$ cat src/rtl/fqs_pkg.sv
// Shared types and constants of the FIFO queue with content search.
package fqs_pkg;

  localparam int DEPTH_DEF   = 64;
  localparam int VALUE_W     = 32;
  localparam int ACTION_W    = 2;
  localparam int STATUS_W    = 2;
  localparam int OCC_W       = 7;
  localparam int IN_TDATA_W  = 32;
  localparam int IN_TUSER_W  = 2;
  localparam int OUT_PAD_W   = 6;
  localparam int OUT_TDATA_W = 48;

  typedef enum logic [ACTION_W-1:0] {
    ACT_ENQ    = 2'd0,
    ACT_DEQ    = 2'd1,
    ACT_LIST   = 2'd2,
    ACT_SEARCH = 2'd3
  } action_t;

  typedef enum logic [STATUS_W-1:0] {
    ST_OK    = 2'd0,
    ST_EMPTY = 2'd1,
    ST_FULL  = 2'd2
  } status_t;

  typedef enum logic [2:0] {
    S_IDLE,
    S_DEQ_OUT,
    S_LIST_RD,
    S_LIST_OUT,
    S_SRCH_RD,
    S_SRCH_CMP,
    S_SRCH_DONE
  } state_t;

  typedef struct packed {
    action_t                   op;
    logic signed [VALUE_W-1:0] value;
  } cmd_t;

  typedef struct packed {
    logic signed [VALUE_W-1:0] data;
    status_t                   status;
    logic                      found;
    logic [OCC_W-1:0]          occupancy;
    logic                      last;
  } result_t;

endpackage

$ cat src/rtl/fqs_ram.sv
// Generic single-write, single-read RAM with registered read data.
module fqs_ram #(
  parameter int WIDTH = 32,
  parameter int DEPTH = 64
) (
  input  logic                     clk,
  input  logic                     we,
  input  logic [$clog2(DEPTH)-1:0] waddr,
  input  logic [WIDTH-1:0]         wdata,
  input  logic                     re,
  input  logic [$clog2(DEPTH)-1:0] raddr,
  output logic [WIDTH-1:0]         rdata
);

  logic [WIDTH-1:0] mem [DEPTH];
  logic [WIDTH-1:0] rdata_r;

  always_ff @(posedge clk) begin
    if (we) begin
      mem[waddr] <= wdata;
    end
    if (re) begin
      rdata_r <= mem[raddr];
    end
  end

  assign rdata = rdata_r;

endmodule

$ cat src/rtl/fqs_front.sv
// Front end: accepts input transactions, decodes the operation and queues commands.
module fqs_front (
  input  logic                          clk,
  input  logic                          rst_n,
  input  logic                          in_tvalid,
  output logic                          in_tready,
  input  logic [fqs_pkg::IN_TDATA_W-1:0] in_tdata,
  input  logic [fqs_pkg::IN_TUSER_W-1:0] in_tuser,
  output logic                          cmd_valid,
  output fqs_pkg::cmd_t                 cmd,
  input  logic                          cmd_pop
);
  import fqs_pkg::*;

  cmd_t       q_r [2];
  logic       wptr_r, wptr_nxt;
  logic       rptr_r, rptr_nxt;
  logic [1:0] fill_r, fill_nxt;
  logic       push;
  cmd_t       in_cmd;

  always_comb begin
    in_cmd.value = $signed(in_tdata[VALUE_W-1:0]);
    case (action_t'(in_tuser))
      ACT_ENQ:    in_cmd.op = ACT_ENQ;
      ACT_DEQ:    in_cmd.op = ACT_DEQ;
      ACT_LIST:   in_cmd.op = ACT_LIST;
      ACT_SEARCH: in_cmd.op = ACT_SEARCH;
      default:    in_cmd.op = ACT_ENQ;
    endcase
  end

  assign in_tready = (fill_r != 2'd2);
  assign push      = in_tvalid && in_tready;
  assign cmd_valid = (fill_r != 2'd0);
  assign cmd       = q_r[rptr_r];

  always_comb begin
    wptr_nxt = push ? ~wptr_r : wptr_r;
    rptr_nxt = cmd_pop ? ~rptr_r : rptr_r;
    fill_nxt = fill_r + 2'(push) - 2'(cmd_pop);
  end

  always_ff @(posedge clk) begin
    if (!rst_n) begin
      wptr_r <= 1'b0;
      rptr_r <= 1'b0;
      fill_r <= 2'd0;
    end else begin
      wptr_r <= wptr_nxt;
      rptr_r <= rptr_nxt;
      fill_r <= fill_nxt;
    end
  end

  always_ff @(posedge clk) begin
    if (push) begin
      q_r[wptr_r] <= in_cmd;
    end
  end

endmodule

$ cat src/rtl/fqs_back.sv
// Back end: ring storage, head and count, and the sequencer that produces results.
module fqs_back #(
  parameter int DEPTH = fqs_pkg::DEPTH_DEF
) (
  input  logic             clk,
  input  logic             rst_n,
  input  logic             cmd_valid,
  input  fqs_pkg::cmd_t    cmd,
  output logic             cmd_pop,
  output logic             res_valid,
  input  logic             res_ready,
  output fqs_pkg::result_t res
);
  import fqs_pkg::*;

  localparam int IDX_W = $clog2(DEPTH);
  localparam int CNT_W = $clog2(DEPTH + 1);
  localparam logic [IDX_W:0]   SUM_DEPTH = (IDX_W + 1)'(DEPTH);
  localparam logic [CNT_W-1:0] CNT_FULL  = CNT_W'(DEPTH);

  state_t                    state_r, state_nxt;
  logic [IDX_W-1:0]          head_r, head_nxt;
  logic [CNT_W-1:0]          count_r, count_nxt;
  logic [CNT_W-1:0]          idx_r, idx_nxt;
  logic                      hit_r, hit_nxt;
  logic signed [VALUE_W-1:0] key_r, key_nxt;
  logic                      out_valid_r, out_valid_nxt;
  result_t                   res_r, res_nxt;

  logic                      slot_free;
  logic                      idx_is_last;
  logic [CNT_W-1:0]          idx_inc;
  logic                      ram_we, ram_re;
  logic [IDX_W-1:0]          ram_waddr, ram_raddr, rd_off;
  logic [VALUE_W-1:0]        ram_rdata;

  function automatic logic [IDX_W-1:0] ring_pos(input logic [IDX_W-1:0] base,
                                                input logic [IDX_W-1:0] off);
    logic [IDX_W:0] sum;
    sum = {1'b0, base} + {1'b0, off};
    if (sum >= SUM_DEPTH) begin
      sum = sum - SUM_DEPTH;
    end
    return sum[IDX_W-1:0];
  endfunction

  assign slot_free   = !out_valid_r || res_ready;
  assign idx_inc     = idx_r + 1'b1;
  assign idx_is_last = (idx_inc == count_r);
  assign rd_off      = (state_r == S_IDLE) ? '0 : idx_r[IDX_W-1:0];
  assign ram_raddr   = ring_pos(head_r, rd_off);
  assign ram_waddr   = ring_pos(head_r, count_r[IDX_W-1:0]);

  fqs_ram #(
    .WIDTH (VALUE_W),
    .DEPTH (DEPTH)
  ) u_store (
    .clk   (clk),
    .we    (ram_we),
    .waddr (ram_waddr),
    .wdata (key_nxt),
    .re    (ram_re),
    .raddr (ram_raddr),
    .rdata (ram_rdata)
  );

  // Next state.
  always_comb begin
    state_nxt = state_r;
    case (state_r)
      S_IDLE: begin
        if (cmd_valid) begin
          case (cmd.op)
            ACT_DEQ: begin
              if (count_r != '0) state_nxt = S_DEQ_OUT;
            end
            ACT_LIST: begin
              if (count_r != '0) state_nxt = S_LIST_RD;
            end
            ACT_SEARCH: begin
              state_nxt = (count_r == '0) ? S_SRCH_DONE : S_SRCH_RD;
            end
            default: state_nxt = S_IDLE;
          endcase
        end
      end
      S_DEQ_OUT: begin
        if (slot_free) state_nxt = S_IDLE;
      end
      S_LIST_RD:  state_nxt = S_LIST_OUT;
      S_LIST_OUT: begin
        if (slot_free) state_nxt = idx_is_last ? S_IDLE : S_LIST_RD;
      end
      S_SRCH_RD:  state_nxt = S_SRCH_CMP;
      S_SRCH_CMP: state_nxt = idx_is_last ? S_SRCH_DONE : S_SRCH_RD;
      S_SRCH_DONE: begin
        if (slot_free) state_nxt = S_IDLE;
      end
      default: state_nxt = S_IDLE;
    endcase
  end

  // Datapath and outputs.
  always_comb begin
    head_nxt      = head_r;
    count_nxt     = count_r;
    idx_nxt       = idx_r;
    hit_nxt       = hit_r;
    key_nxt       = cmd.value;
    out_valid_nxt = out_valid_r && !res_ready;
    res_nxt       = res_r;
    cmd_pop       = 1'b0;
    ram_we        = 1'b0;
    ram_re        = 1'b0;
    if (state_r != S_IDLE) begin
      key_nxt = key_r;
    end

    case (state_r)
      S_IDLE: begin
        if (cmd_valid) begin
          case (cmd.op)
            ACT_ENQ: begin
              if (slot_free) begin
                cmd_pop        = 1'b1;
                out_valid_nxt  = 1'b1;
                res_nxt.data   = '0;
                res_nxt.found  = 1'b0;
                res_nxt.last   = 1'b1;
                if (count_r == CNT_FULL) begin
                  res_nxt.status    = ST_FULL;
                  res_nxt.occupancy = OCC_W'(count_r);
                end else begin
                  ram_we            = 1'b1;
                  count_nxt         = count_r + 1'b1;
                  res_nxt.status    = ST_OK;
                  res_nxt.occupancy = OCC_W'(count_nxt);
                end
              end
            end
            ACT_DEQ: begin
              if (count_r != '0) begin
                cmd_pop = 1'b1;
                ram_re  = 1'b1;
              end else if (slot_free) begin
                cmd_pop           = 1'b1;
                out_valid_nxt     = 1'b1;
                res_nxt.data      = -32'sd1;
                res_nxt.status    = ST_EMPTY;
                res_nxt.found     = 1'b0;
                res_nxt.occupancy = '0;
                res_nxt.last      = 1'b1;
              end
            end
            ACT_LIST: begin
              if (count_r != '0) begin
                cmd_pop = 1'b1;
                idx_nxt = '0;
              end else if (slot_free) begin
                cmd_pop           = 1'b1;
                out_valid_nxt     = 1'b1;
                res_nxt.data      = '0;
                res_nxt.status    = ST_EMPTY;
                res_nxt.found     = 1'b0;
                res_nxt.occupancy = '0;
                res_nxt.last      = 1'b1;
              end
            end
            ACT_SEARCH: begin
              cmd_pop = 1'b1;
              idx_nxt = '0;
              hit_nxt = 1'b0;
            end
            default: cmd_pop = 1'b0;
          endcase
        end
      end
      S_DEQ_OUT: begin
        if (slot_free) begin
          head_nxt          = ring_pos(head_r, IDX_W'(1));
          count_nxt         = count_r - 1'b1;
          out_valid_nxt     = 1'b1;
          res_nxt.data      = $signed(ram_rdata);
          res_nxt.status    = ST_OK;
          res_nxt.found     = 1'b0;
          res_nxt.occupancy = OCC_W'(count_nxt);
          res_nxt.last      = 1'b1;
        end
      end
      S_LIST_RD: ram_re = 1'b1;
      S_LIST_OUT: begin
        if (slot_free) begin
          idx_nxt           = idx_inc;
          out_valid_nxt     = 1'b1;
          res_nxt.data      = $signed(ram_rdata);
          res_nxt.status    = ST_OK;
          res_nxt.found     = 1'b0;
          res_nxt.occupancy = OCC_W'(count_r);
          res_nxt.last      = idx_is_last;
        end
      end
      S_SRCH_RD: ram_re = 1'b1;
      S_SRCH_CMP: begin
        idx_nxt = idx_inc;
        if ($signed(ram_rdata) == key_r) hit_nxt = 1'b1;
      end
      S_SRCH_DONE: begin
        if (slot_free) begin
          out_valid_nxt     = 1'b1;
          res_nxt.data      = '0;
          res_nxt.status    = ST_OK;
          res_nxt.found     = hit_r;
          res_nxt.occupancy = OCC_W'(count_r);
          res_nxt.last      = 1'b1;
        end
      end
      default: cmd_pop = 1'b0;
    endcase
  end

  always_ff @(posedge clk) begin
    if (!rst_n) begin
      state_r     <= S_IDLE;
      head_r      <= '0;
      count_r     <= '0;
      idx_r       <= '0;
      hit_r       <= 1'b0;
      out_valid_r <= 1'b0;
    end else begin
      state_r     <= state_nxt;
      head_r      <= head_nxt;
      count_r     <= count_nxt;
      idx_r       <= idx_nxt;
      hit_r       <= hit_nxt;
      out_valid_r <= out_valid_nxt;
    end
  end

  always_ff @(posedge clk) begin
    key_r <= key_nxt;
    res_r <= res_nxt;
  end

  assign res_valid = out_valid_r;
  assign res       = res_r;

endmodule

$ cat src/rtl/fifo_queue_with_search_core.sv
// FIFO queue of signed values with list and content search; one result stream out.
// Enqueue, empty dequeue and empty list answer from the idle state; dequeue reads the store
// first, search reads and compares every entry, and list reads each entry before its result.
// An enqueue can be taken every cycle while the result stream is not stalled; the back end's
// single read port of the store sets the pace of dequeue, list and search. A two-entry command
// queue decouples the sides. Synchronous active-low reset empties the queue, not the store.
module fifo_queue_with_search_core #(
  parameter int DEPTH = fqs_pkg::DEPTH_DEF
) (
  input  logic                           clk,
  input  logic                           rst_n,
  input  logic                           in_tvalid,
  output logic                           in_tready,
  // value[31:0]
  input  logic [fqs_pkg::IN_TDATA_W-1:0]  in_tdata,
  // action[1:0]
  input  logic [fqs_pkg::IN_TUSER_W-1:0]  in_tuser,
  output logic                           out_tvalid,
  input  logic                           out_tready,
  // data[31:0], status[33:32], found[34], occupancy[41:35], zero padding[47:42]
  output logic [fqs_pkg::OUT_TDATA_W-1:0] out_tdata,
  output logic                           out_tlast
);
  import fqs_pkg::*;

  logic    cmd_valid;
  cmd_t    cmd;
  logic    cmd_pop;
  result_t res;

  fqs_front u_front (
    .clk       (clk),
    .rst_n     (rst_n),
    .in_tvalid (in_tvalid),
    .in_tready (in_tready),
    .in_tdata  (in_tdata),
    .in_tuser  (in_tuser),
    .cmd_valid (cmd_valid),
    .cmd       (cmd),
    .cmd_pop   (cmd_pop)
  );

  fqs_back #(
    .DEPTH (DEPTH)
  ) u_back (
    .clk       (clk),
    .rst_n     (rst_n),
    .cmd_valid (cmd_valid),
    .cmd       (cmd),
    .cmd_pop   (cmd_pop),
    .res_valid (out_tvalid),
    .res_ready (out_tready),
    .res       (res)
  );

  assign out_tdata = {{OUT_PAD_W{1'b0}}, res.occupancy, res.found, res.status, res.data};
  assign out_tlast = res.last;

endmodule
$ cat config.mk
export PLATFORM = sky130hd
export DESIGN_NAME = fifo_queue_with_search_core
export DESIGN_NICKNAME = d
export VERILOG_FILES = /design/src/rtl/fqs_pkg.sv /design/src/rtl/fqs_ram.sv /design/src/rtl/fqs_front.sv /design/src/rtl/fqs_back.sv /design/src/rtl/fifo_queue_with_search_core.sv
export SDC_FILE = /design/constraint.sdc
export NUM_CORES = 2
export LEC_CHECK = 0
export CORE_ASPECT_RATIO = 0.6
export CORE_MARGIN = 3
export CORE_UTILIZATION = 30
export CTS_CLUSTER_SIZE = 30
export DETAILED_ROUTE_END_ITERATION = 12
export DONT_BUFFER_PORTS = 1
export SLEW_MARGIN = 40
export SYNTH_ARGS = -nofsm -noshare
export SYNTH_HDL_FRONTEND = slang
export SYNTH_SLANG_ARGS = --single-unit
$ cat constraint.sdc
create_clock -name clk -period 6 [get_ports clk]
set_input_delay 1.2 -clock clk [delete_from_list [all_inputs] [get_ports clk]]
set_output_delay 1.2 -clock clk [all_outputs]
set_load 0.005 [all_outputs]
==> out/results.ini <==
[clock_network]
post-cts-setup-buffer-count = 0
clk_pin_slew_ps = 80
clock_tree.root_cell = clkbuf_16
holdBufCountCts = 0
cts_resized = 0
cts-htree-levels = 4
clockBufferDepth = 4
cts_sinks = 2253
numCtsBuffers = 193
clkLatencyLatePin_ps = 850
cts_tree = done

[hold_path]
whs_path_depth = 0
whs_endpoint = u_front.q_r[1][33]
holdCritPathClass = in -> reg
hold_start = in_tuser[1]

[cells_and_area]
nets = 4559
fin_util_pct = 34.8
drive_above_1_share_pct = 25.9
instances_no_fill = 8521
fillerInstances = 26900
syn_to_final_growth_pct = 15.2

[worst_setup_path]
start_kind = flip-flop
required_ps = 6520
critPathTopFamily = adder cells
critPathMaxStageDelay_ps = 1150
worstReg2RegEnd = u_back.u_store.rdata[11]
rr_worst_depth = 13
path_buf_inv = 4
r2r_slack_ps = 500
cp.arrival_ps = 6020
crit_slowest_cell = fa_4
worst-path-max-fanout = 42
path_cells = or3_4 -> and2_1 -> ha_4 -> inv_1 -> fa_4 -> buf_12 -> buf_12 -> buf_4 -> mux4_2 -> nand2_1 -> nand2_1 -> o21ai_1 -> o221ai_1
endpoint_kind = flip-flop
path_class = reg -> reg
reg2reg_from = u_back.state_r[0]

[die]
core_area_mm2 = 0.291
die-area_mm2 = 0.299
chipHeight_um = 425
start_util_pct = 30.2
fp.dieW_um = 705
design.portCount = 89
rows = 153

[timing]
final-setup-viol-count = 0
slew_headroom_pct = 35.9
hold_viol = 0
worst_pin_slew_ps = 934
finalCritPeriodShare_pct = 91.6
max_freq_ghz = 0.182
finalWorstSetupSlack_ps = 501
rsz0062_at_grt = no
period_needed_ps = 5500
finClkSkew_ps = 69.1
final_max_slew_viol_count = 0
fin_tns_setup_ps = 0

[placed_design]
hpwl_mm = 142
dpl_worst_slack_ps = 530
placed_cells = 8173
port_buffers = 0
routabilityCongestion = 0.814

[grt]
grt_overflow = 0
grt_pass1_wl_mm = 337
grt_max_degree = 83
antenna_found_initial = 23
grt_use_total_pct = 15.6
grt_pass1_vias = 42800

[drt]
vias = 44200
wl_per_cell_um = 28.1
drtIter0Drc = 6473
drt-total-wl_mm = 240
avgViaCountPerCell = 5.19
drtAntennaViolNets = 0
drt_first_pass_iters = 6
drc_errors = 0

[yosys]
netlist_top_cells_count = edfxtp_1 (2191), mux4_2 (512), nand2_1 (381)
ys_warn_count = 0
synth_top_area_share_pct = 74.9
synth-main-ff-cell = edfxtp_1
synth.distinct_cells = 68
ys_top_cells_by_area = edfxtp_1 (75%), mux4_2 (13%), mux2i_1 (2.6%)
synth.most_common_cell = edfxtp_1
ys_ff_latch = 2253
yosysTopAreaCell = edfxtp_1
synth_edf_count = 2191
synthArstFlopShare_pct = 0
syn_area_mm2 = 0.0878
syn_area_per_cell_um2 = 20.5
ys_seq_area_share_pct = 76.3
synthCells = 4291

[run]
drv_cap = 0

[status]
status = complete, no violations

[power_and_ir_drop]
vdd_drop_max_v = 0.000748
power_leakage_nw = 32.1
powerDensity_mw_per_mm2 = 447
total_power_mw = 45.2

-- worst max path at each step --
stage                                 start                  endpoint  slack (ps)  cells after the start
after detailed placement  u_back.state_r[0]  u_back.u_store.rdata[27]         530                     13
after global routing      u_back.state_r[0]  u_back.u_store.rdata[22]         270                     13
after global placement    u_back.state_r[0]  u_back.u_store.rdata[20]        -250                     13
after CTS                 u_back.state_r[0]  u_back.u_store.rdata[27]         520                     13
final                     u_back.state_r[0]  u_back.u_store.rdata[11]         500                     13
after floorplan                  out_tready             u_back.res[0]        1460                      7
-- where the power goes --
| part | total [mW] | internal, mW | leakage (nW) | switching (mW) |
|---|---|---|---|---|
| logic | 10.8 | 3.09 | 8.82 | 7.70 |
| registers | 22.0 | 21.4 | 20.3 | 0.586 |
| clock network | 12.4 | 6.72 | 2.97 | 5.69 |
-- flip-flops by register name, summed over array words and instances, names as in the netlist, 2 cells and up, named ones only --
register,cells
u_back.count_r,7
u_back.u_store.rdata,32
u_back.key_r,32
u_back.state_r,3
u_back.idx_r,7
u_front.q_r,68
u_back.u_store.mem,2048
u_back.res,43
u_front.fill_r,2
u_back.head_r,6
-- cell usage in the layout, fill, tap and decap left out, types with 25 or more instances in the layout --
cell and instances:
o221ai_1 34, clkbuf_1 33, nor2_4 64, buf_12 25
o21ai_4 34, clkinv_2 45, nor2_1 28, buf_4 190
dfxtp_1 61, mux4_2 512, o21ai_0 38, clkinv_1 38
nand3_1 74, clkbuf_16 195, mux2i_1 215, edfxtp_1 2191
a21o_1 35, nand2_1 378, a22oi_1 28, o21ai_1 39
xor2_1 42
-- through the flow --
stage | hold WS (ps) | cell area (um2)
floorplan | 447 | 87800
CTS | 393 | 101000
finish | 452 | 101000
global placement | 464 | 94500
detailed placement | 481 | 94900
global route | 398 | 101000
-- kinds of logic after synthesis --
group,count (synthesis),synth area share (%)
mux,741,15.7
other cells,1,0.00427
compound gates,293,2.26
buf+inv,261,1.38
xor+xnor,66,0.658
simple gates,652,3.27
flops,2253,76.3
fa+ha+maj,24,0.359
-- layer usage --
metal / track usage [%] / wire (um) / share of wire (%) / vias to the layer above
li1: - / - / - / 17900
met1: 24.2 / 107000 / 45 / 23900
met3: 5.59 / 31600 / 13 / 259
met4: 2.51 / 3990 / 1.7 / 2
met2: 21.0 / 97500 / 41 / 2159
met5: 0 / 13 / 0.0054 / -
-- area by class of cell --
type	count	area (um2)	share of cell area [%]
antenna	2	5.00	0.00495
clock buffer	230	5030	4.97
clock inverter	112	992	0.981
inverter	19	71.3	0.0705
multi-input combinational	1782	20700	20.5
sequential	2253	67000	66.3
tap	3875	4850	4.79
timing repair buffer	248	2440	2.41
Power figures use the tool's default switching activity.
